### src/hdl/cpisc_pkg.sv
// Shared types and constants for the cascaded PI speed and current controller.
`default_nettype none
package cpisc_pkg;

  localparam int SIG_W     = 32;
  localparam int GAIN_W    = 32;
  localparam int PROD_W    = SIG_W + GAIN_W;
  localparam int ACC_W     = 42;
  localparam int CFG_IDX_W = 3;
  localparam int RND_SHIFT = 24;

  localparam logic [CFG_IDX_W-1:0] REG_SPEED_KP        = 3'd0;
  localparam logic [CFG_IDX_W-1:0] REG_SPEED_KI_DT     = 3'd1;
  localparam logic [CFG_IDX_W-1:0] REG_CURRENT_KP      = 3'd2;
  localparam logic [CFG_IDX_W-1:0] REG_CURRENT_KI_DT   = 3'd3;
  localparam logic [CFG_IDX_W-1:0] REG_EMF_CONSTANT    = 3'd4;
  localparam logic [CFG_IDX_W-1:0] REG_VOLTAGE_CEILING = 3'd5;

  localparam logic signed [GAIN_W-1:0] RST_SPEED_KP        = 32'sd4194304;
  localparam logic signed [GAIN_W-1:0] RST_SPEED_KI_DT     = 32'sd1049;
  localparam logic signed [GAIN_W-1:0] RST_CURRENT_KP      = 32'sd83886080;
  localparam logic signed [GAIN_W-1:0] RST_CURRENT_KI_DT   = 32'sd209715;
  localparam logic signed [GAIN_W-1:0] RST_EMF_CONSTANT    = 32'sd16777216;
  localparam logic signed [SIG_W-1:0]  RST_VOLTAGE_CEILING = 32'sd6553600;

  typedef enum logic [3:0] {
    ST_IDLE,
    ST_MUL_KIS,
    ST_INT_S,
    ST_TGT,
    ST_ERR_C,
    ST_MUL_KIC,
    ST_INT_C,
    ST_VSUM,
    ST_VOUT
  } ctrl_state_t;

  typedef enum logic [2:0] {
    OP_NONE,
    OP_LOAD,
    OP_INT_S,
    OP_TGT,
    OP_ERR_C,
    OP_INT_C,
    OP_VSUM,
    OP_VOUT
  } dp_op_t;

  typedef enum logic [2:0] {
    MSEL_NONE,
    MSEL_KI_S,
    MSEL_KP_S,
    MSEL_KI_C,
    MSEL_KP_C,
    MSEL_EMF
  } msel_t;

  typedef struct packed {
    dp_op_t op;
    msel_t  msel;
  } dp_cmd_t;

endpackage
`default_nettype wire

### src/hdl/cpisc_dp.sv
// Datapath: gain registers, shared multiplier, integrators and result registers.
`default_nettype none
module cpisc_dp #(
  parameter int SIGNAL_WIDTH = 32
) (
  input  wire logic                                clk,
  input  wire logic                                rst_n,
  input  wire logic                                cfg_we,
  input  wire logic [cpisc_pkg::CFG_IDX_W-1:0]     cfg_index,
  input  wire logic [cpisc_pkg::SIG_W-1:0]         cfg_data,
  input  wire cpisc_pkg::dp_cmd_t                  cmd,
  input  wire logic signed [cpisc_pkg::SIG_W-1:0]  in_target,
  input  wire logic signed [cpisc_pkg::SIG_W-1:0]  in_speed,
  input  wire logic signed [cpisc_pkg::SIG_W-1:0]  in_current,
  output logic signed [cpisc_pkg::SIG_W-1:0]       vcmd,
  output logic signed [cpisc_pkg::SIG_W-1:0]       itgt,
  output logic                                     vclamp
);
  import cpisc_pkg::*;

  localparam int SIG_BITS = (SIGNAL_WIDTH > SIG_W) ? SIG_W :
                            ((SIGNAL_WIDTH < 2) ? 2 : SIGNAL_WIDTH);
  localparam logic signed [ACC_W-1:0] SIG_HI =
    ACC_W'((64'sd1 <<< (SIG_BITS - 1)) - 64'sd1);
  localparam logic signed [ACC_W-1:0] SIG_LO = -SIG_HI - ACC_W'(1);
  localparam logic signed [PROD_W-1:0] RND_HALF = PROD_W'(64'sd1 <<< (RND_SHIFT - 1));

  logic signed [GAIN_W-1:0] kp_s_r, ki_s_r, kp_c_r, ki_c_r, emf_r;
  logic signed [SIG_W-1:0]  ceil_r;
  logic signed [SIG_W-1:0]  si_r, ci_r;
  logic signed [SIG_W-1:0]  spd_r, cur_r, es_r, it_r, ei_r;
  logic signed [ACC_W-1:0]  acc_r;
  logic signed [PROD_W-1:0] prod_r;
  logic signed [SIG_W-1:0]  vcmd_r, itgt_r;
  logic                     vclamp_r;

  logic signed [GAIN_W-1:0] mul_a;
  logic signed [SIG_W-1:0]  mul_b;
  logic signed [ACC_W-1:0]  prod_q;
  logic signed [SIG_W-1:0]  v_sat;

  function automatic logic signed [ACC_W-1:0] ext(input logic signed [SIG_W-1:0] x);
    return ACC_W'(x);
  endfunction

  function automatic logic signed [SIG_W-1:0] sat_sig(input logic signed [ACC_W-1:0] x);
    logic signed [SIG_W-1:0] r;
    if (x > SIG_HI) begin
      r = SIG_W'(SIG_HI);
    end else if (x < SIG_LO) begin
      r = SIG_W'(SIG_LO);
    end else begin
      r = SIG_W'(x);
    end
    return r;
  endfunction

  always_comb begin
    case (cmd.msel)
      MSEL_KI_S: begin mul_a = ki_s_r; mul_b = es_r;  end
      MSEL_KP_S: begin mul_a = kp_s_r; mul_b = es_r;  end
      MSEL_KI_C: begin mul_a = ki_c_r; mul_b = ei_r;  end
      MSEL_KP_C: begin mul_a = kp_c_r; mul_b = ei_r;  end
      MSEL_EMF:  begin mul_a = emf_r;  mul_b = spd_r; end
      default:   begin mul_a = '0;     mul_b = '0;    end
    endcase
  end

  assign prod_q = ACC_W'((prod_r + RND_HALF) >>> RND_SHIFT);
  assign v_sat  = sat_sig(acc_r + prod_q);

  always_ff @(posedge clk) begin
    if (!rst_n) begin
      kp_s_r <= RST_SPEED_KP;
      ki_s_r <= RST_SPEED_KI_DT;
      kp_c_r <= RST_CURRENT_KP;
      ki_c_r <= RST_CURRENT_KI_DT;
      emf_r  <= RST_EMF_CONSTANT;
      ceil_r <= RST_VOLTAGE_CEILING;
    end else if (cfg_we) begin
      case (cfg_index)
        REG_SPEED_KP:        kp_s_r <= cfg_data;
        REG_SPEED_KI_DT:     ki_s_r <= cfg_data;
        REG_CURRENT_KP:      kp_c_r <= cfg_data;
        REG_CURRENT_KI_DT:   ki_c_r <= cfg_data;
        REG_EMF_CONSTANT:    emf_r  <= cfg_data;
        REG_VOLTAGE_CEILING: ceil_r <= cfg_data;
        default: ;
      endcase
    end
  end

  always_ff @(posedge clk) begin
    if (!rst_n) begin
      si_r <= '0;
      ci_r <= '0;
    end else begin
      if (cmd.op == OP_INT_S) begin
        si_r <= sat_sig(ext(si_r) + prod_q);
      end
      if (cmd.op == OP_INT_C) begin
        ci_r <= sat_sig(ext(ci_r) + prod_q);
      end
    end
  end

  always_ff @(posedge clk) begin
    if (cmd.msel != MSEL_NONE) begin
      prod_r <= PROD_W'(mul_a) * PROD_W'(mul_b);
    end
    case (cmd.op)
      OP_LOAD: begin
        spd_r <= in_speed;
        cur_r <= in_current;
        es_r  <= sat_sig(ext(in_target) - ext(in_speed));
      end
      OP_TGT:   it_r  <= sat_sig(prod_q + ext(si_r));
      OP_ERR_C: ei_r  <= sat_sig(ext(it_r) - ext(cur_r));
      OP_VSUM:  acc_r <= prod_q + ext(ci_r);
      OP_VOUT: begin
        itgt_r <= it_r;
        if (v_sat > ceil_r) begin
          vcmd_r   <= ceil_r;
          vclamp_r <= 1'b1;
        end else begin
          vcmd_r   <= v_sat;
          vclamp_r <= 1'b0;
        end
      end
      default: ;
    endcase
  end

  assign vcmd   = vcmd_r;
  assign itgt   = itgt_r;
  assign vclamp = vclamp_r;

endmodule
`default_nettype wire

### src/hdl/cpisc_ctrl.sv
// Controller: sequences one control update and manages both stream handshakes.
`default_nettype none
module cpisc_ctrl (
  input  wire logic           clk,
  input  wire logic           rst_n,
  input  wire logic           in_tvalid,
  output logic                in_tready,
  output logic                out_tvalid,
  input  wire logic           out_tready,
  output cpisc_pkg::dp_cmd_t  cmd
);
  import cpisc_pkg::*;

  ctrl_state_t state_r, state_nxt;
  logic        out_valid_r, out_valid_nxt;

  always_ff @(posedge clk) begin
    if (!rst_n) begin
      state_r     <= ST_IDLE;
      out_valid_r <= 1'b0;
    end else begin
      state_r     <= state_nxt;
      out_valid_r <= out_valid_nxt;
    end
  end

  always_comb begin
    state_nxt     = state_r;
    out_valid_nxt = out_valid_r && !out_tready;
    in_tready     = 1'b0;
    cmd.op        = OP_NONE;
    cmd.msel      = MSEL_NONE;
    case (state_r)
      ST_IDLE: begin
        in_tready = 1'b1;
        if (in_tvalid) begin
          cmd.op    = OP_LOAD;
          state_nxt = ST_MUL_KIS;
        end
      end
      ST_MUL_KIS: begin
        cmd.msel  = MSEL_KI_S;
        state_nxt = ST_INT_S;
      end
      ST_INT_S: begin
        cmd.op    = OP_INT_S;
        cmd.msel  = MSEL_KP_S;
        state_nxt = ST_TGT;
      end
      ST_TGT: begin
        cmd.op    = OP_TGT;
        state_nxt = ST_ERR_C;
      end
      ST_ERR_C: begin
        cmd.op    = OP_ERR_C;
        state_nxt = ST_MUL_KIC;
      end
      ST_MUL_KIC: begin
        cmd.msel  = MSEL_KI_C;
        state_nxt = ST_INT_C;
      end
      ST_INT_C: begin
        cmd.op    = OP_INT_C;
        cmd.msel  = MSEL_KP_C;
        state_nxt = ST_VSUM;
      end
      ST_VSUM: begin
        cmd.op    = OP_VSUM;
        cmd.msel  = MSEL_EMF;
        state_nxt = ST_VOUT;
      end
      ST_VOUT: begin
        if (!out_valid_r || out_tready) begin
          cmd.op        = OP_VOUT;
          out_valid_nxt = 1'b1;
          state_nxt     = ST_IDLE;
        end
      end
      default: state_nxt = ST_IDLE;
    endcase
  end

  assign out_tvalid = out_valid_r;

endmodule
`default_nettype wire

### src/hdl/cascaded_pi_speed_current_control.sv
// Top level of the cascaded PI speed and current controller for a DC motor.
// One input transaction carries speed target, measured speed and measured current (Q16.16);
// one result transaction returns the clamped voltage command, the current target and a flag
// set when the voltage ceiling replaced the command. Five gain products pass one at a time
// through a single registered 32x32 multiplier, with the integrator, error and sum steps
// between them. The next input is taken once the previous update has moved to the output
// register, so no transaction is accepted while an update is in progress; a full output
// register stalls that move. Gains (Q8.24) and the ceiling (Q16.16) are written over the
// cfg port; the user must write them only while the block is idle; the block never checks.
// SIGNAL_WIDTH sets the saturation range of every internal sum and both integrators.
`default_nettype none
module cascaded_pi_speed_current_control #(
  parameter int SIGNAL_WIDTH = 32
) (
  input  wire logic                                clk,
  input  wire logic                                rst_n,
  input  wire logic                                in_tvalid,
  output logic                                     in_tready,
  // speed_target [31:0], speed_measured [63:32], current_measured [95:64]
  input  wire logic [3*cpisc_pkg::SIG_W-1:0]       in_tdata,
  output logic                                     out_tvalid,
  input  wire logic                                out_tready,
  // voltage_command [31:0], current_target [63:32]
  output logic [2*cpisc_pkg::SIG_W-1:0]            out_tdata,
  // voltage_clamped [0]
  output logic [0:0]                               out_tuser,
  input  wire logic                                cfg_valid,
  output logic                                     cfg_ready,
  input  wire logic [cpisc_pkg::CFG_IDX_W-1:0]     cfg_index,
  input  wire logic [cpisc_pkg::SIG_W-1:0]         cfg_data
);
  import cpisc_pkg::*;

  dp_cmd_t                 cmd;
  logic signed [SIG_W-1:0] vcmd, itgt;
  logic                    vclamp;

  assign cfg_ready = 1'b1;

  cpisc_ctrl u_ctrl (
    .clk        (clk),
    .rst_n      (rst_n),
    .in_tvalid  (in_tvalid),
    .in_tready  (in_tready),
    .out_tvalid (out_tvalid),
    .out_tready (out_tready),
    .cmd        (cmd)
  );

  cpisc_dp #(
    .SIGNAL_WIDTH (SIGNAL_WIDTH)
  ) u_dp (
    .clk        (clk),
    .rst_n      (rst_n),
    .cfg_we     (cfg_valid && cfg_ready),
    .cfg_index  (cfg_index),
    .cfg_data   (cfg_data),
    .cmd        (cmd),
    .in_target  (in_tdata[SIG_W-1:0]),
    .in_speed   (in_tdata[2*SIG_W-1:SIG_W]),
    .in_current (in_tdata[3*SIG_W-1:2*SIG_W]),
    .vcmd       (vcmd),
    .itgt       (itgt),
    .vclamp     (vclamp)
  );

  assign out_tdata = {itgt, vcmd};
  assign out_tuser = vclamp;

  a_one_in_flight: assert property (@(posedge clk) disable iff (!rst_n)
    (in_tvalid && in_tready) |=> !in_tready)
    else $error("input accepted while an update is in progress");

  a_no_overwrite: assert property (@(posedge clk) disable iff (!rst_n)
    (cmd.op == OP_VOUT) |-> (!out_tvalid || out_tready))
    else $error("result register overwritten before transaction");

  a_idle_mul: assert property (@(posedge clk) disable iff (!rst_n)
    in_tready |-> (cmd.msel == MSEL_NONE))
    else $error("multiplier issued while accepting input");

  a_result_valid: assert property (@(posedge clk) disable iff (!rst_n)
    (cmd.op == OP_VOUT) |=> out_tvalid)
    else $error("result loaded without valid");

endmodule
`default_nettype wire

### config.mk
export PLATFORM = sky130hd
export DESIGN_NAME = cascaded_pi_speed_current_control
export DESIGN_NICKNAME = d
export VERILOG_FILES = /design/src/hdl/cpisc_pkg.sv /design/src/hdl/cpisc_dp.sv /design/src/hdl/cpisc_ctrl.sv /design/src/hdl/cascaded_pi_speed_current_control.sv
export SDC_FILE = /design/constraint.sdc
export NUM_CORES = 2
export LEC_CHECK = 0
export BUFFER_PORTS_ARGS = -buffer_cell sky130_fd_sc_hd__buf_4
export CORE_UTILIZATION = 44
export CTS_CLUSTER_DIAMETER = 80
export CTS_CLUSTER_SIZE = 30
export DETAILED_ROUTE_END_ITERATION = 8
export SYNTH_ARGS = -nofsm -noshare
export SYNTH_HDL_FRONTEND = slang
export SYNTH_SLANG_ARGS = --single-unit
### constraint.sdc
create_clock -name clk -period 14.05 [get_ports clk]
set_input_delay 0 -clock clk [delete_from_list [all_inputs] [get_ports clk]]
set_output_delay 0 -clock clk [all_outputs]
set_load 0.005 [all_outputs]
==> impl_metrics.csv <==
group,metric,value,unit
place,placed_area,71500,µm²
drt,drt_iter0_drc,5428,
clock_network,clk_latency,0.66,ns
drt,drcViolationCount,0,
floorplan,pin_count,204,
layout,drive_above_1_share,6.17,%
place,gp_congestion,0.987,
layout,areaGrowthSynthToFinish,9.63,%
synthesis,syn_avg_cell_area,8.98,µm²
worst_setup_path,crit_path_start_kind,"register",
power,vdd_drop_max,0.000104,V
drt,ant_nets,0,
worst_setup_path,cp-startpoint,"u_ctrl.state_r[2]$_SDFFE_PN0P_",
synthesis,synthesis.nets,9143,
layout,top_regs,"u_dp.acc_r x41, u_dp.prod_r x41",
clock_network,root_buffer,"clkbuf_16",
sta,slew_headroom,4.44,%
synthesis,ys_top_cells_by_count,"1273 x nand2_1, 1141 x inv_1, 1086 x fa_1",
worst_setup_path,crit_path_end_kind,"register",
synthesis,synth_cell_types,81,
worst_hold_path,min_path_type,"input pin to register",
clock_network,cts_max_path_buffers,3,
sta,rsz0062_at_grt,"false",
place,io_buffers,202,
outcome,status,"finished clean",
drt,num_vias,54714,
drt,routedWlPerCell,24.2,µm
worst_setup_path,arrival,11.82,ns
floorplan,start_util,44.4,%
global_routing,grt_pass1_wl,353000,µm
synthesis,yosys.area.top_type,"fa_1",
synthesis,yosysSeqAreaShare,21.4,%
clock_network,cts.sinks,568,
synthesis,synth_edf_count,307,
global_routing,grt_use_total,30.4,%
layout,regArea,14400,µm²
sta,fin_skew,0.0635,ns
sta,finalCritPeriodShare,81.6,%
synthesis,ys.flop_type,"edfxtp_1",
layout,final_area,74100,µm²
clock_network,post_cts_resize_count,0,
sta,finalSetupViolations,0,
clock_network,cts_tree,"done",
worst_hold_path,min_from,"in_tdata[30]",
worst_setup_path,critPathSlowestCell,"nor2_4",
synthesis,ys_seq_elements,568,
layout,n_fill_cell,14345,
layout,multi_input_area,47600,µm²
power,power.density,103,nW/µm²
job,cap_violations,0,
worst_setup_path,cpMostUsedCell,"fa_1",
worst_setup_path,max_stage_delay,0.87,ns
worst_setup_path,crit_type,"register to register",
sta,finalCriticalPeriod,11.47,ns
synthesis,yosysMostFrequentCell,"nand2_1",
drt,drt_pass1_iterations,8,
sta,hold_viol_final,0,
clock_network,cts_max_level,2,
place,dp_hpwl,182000,µm
global_routing,grt_overflow,0,
sta,hold_ws,0.0261,ns
global_routing,grt_pass1_vias,55350,
floorplan,row_count,143,
sta,drv_slew,0,
floorplan,die_w,394,µm
global_routing,grt_max_degree,149,
floorplan,core,152000,µm²
power,p_leak,33.4,nW
power,finalPower,7.64,mW
synthesis,postSynthCellCount,7523,
sta,fmax,87.2,MHz
clock_network,numCtsBuffers,38,
synthesis,yosysWarnings,0,
worst_setup_path,rr_startpoint,"u_ctrl.state_r[2]$_SDFFE_PN0P_",
drt,routed_wl,235000,µm
synthesis,netlist.area_leader.share,32.2,%
worst_setup_path,critPathMaxFanout,28,
synthesis,syn_area,67600,µm²
sta,tightestPinTransition,1.43,ns
global_routing,antenna_found_initial,13,
worst_setup_path,cp_data_required_time,14.40,ns
clock_network,clk_pin_slew_worst_paths,0.12,ns
layout,nets,9260,
synthesis,yosys-top-cells-area,"fa_1 32%, edfxtp_1 14%, dfxtp_1 7.7%, ha_1 7.4%, nand2_1 7.1%",
floorplan,die_area,155000,µm²
drt,viasPerCell,5.64,
synthesis,async_flop_share,0,%
sta,setup_tns,0,ns
floorplan,die_h,394,µm
[report_power, final]
part	leakage (nW)	internal (mW)	switching, mW	total (mW)
Combinational	27.7	1.38	2.77	4.15
Sequential	4.95	2.00	0.109	2.11
Clock	0.723	0.639	0.746	1.38
Total	33.4	4.02	3.62	7.64
[layer usage]
| layer | track usage [%] | share of wire [%] | routed length (µm) |
|---|---|---|---|
| met4 | 11.8 | 4.6 | 10900 |
| met3 | 6.33 | 9.9 | 23100 |
| met1 | 41.4 | 41 | 96000 |
| met2 | 47.4 | 45 | 105000 |
| met5 | 0 | 0.017 | 41 |
[cells in the final DEF, fill, tap and decap left out, drive strengths merged, types with 181 or more instances in the layout]
cell	n
edfxtp	307
nor2	730
a21oi	309
a21boi	181
o21ai	236
inv	1155
nand2	1273
fa	1086
dfxtp	261
buf	350
ha	398
[metrics by stage]
stage	util, %	instances	worst slack (ns)
4_1_cts	48.7	9700	2.61
5_1_grt	48.7	9701	2.02
3_3_place_gp	47.0	9526	2.78
3_5_place_dp	47.0	9526	2.75
2_1_floorplan	-	7523	2.95
6_report	48.7	9703	2.58
[logic make-up after synthesis]
group           synth area share (%)
xor+xnor                        3.15
simple gates                    15.7
flops                           21.4
other cells                  0.00555
mux                            0.135
compound gates                  11.3
buf+inv                         8.48
fa+ha+maj                       39.8
[worst max-delay path, delay by kind of cell (launching register included)]
family / cells / cell delay, ns
xor+xnor: 1 / 0.11
flops: 1 / 0.80
fa+ha+maj: 9 / 4.30
buf+inv: 6 / 0.60
simple gates: 8 / 2.88
compound gates: 8 / 2.43
[area by class of cell]
class                           count  area share, %
Inverter                         1143           5.79
Tap cell                         2030           3.43
Clock inverter                     28          0.701
Multi-Input combinational cell   5435           64.2
Timing Repair Buffer              454           4.97
Sequential cell                   568           19.5
Antenna cell                        3         0.0101
Clock buffer                       42           1.36
[repair_timing]
action,CTS,global route
hold buffers,104,0
endpoints found under the hold margin,260,0
setup buffers,0,0
[worst paths after layout]
check	depth (start not counted)	slack [ns]	to
max	32	2.58	u_dp.prod_r[63]$_DFFE_PP_
min	4	0.03	u_dp.es_r[30]$_SDFFCE_PN1N_
max reg2reg	32	2.58	u_dp.prod_r[63]$_DFFE_PP_
min reg2reg	2	0.47	u_dp.emf_r[27]$_SDFFE_PN0P_
No activity file was read; power rests on OpenSTA's default activity.
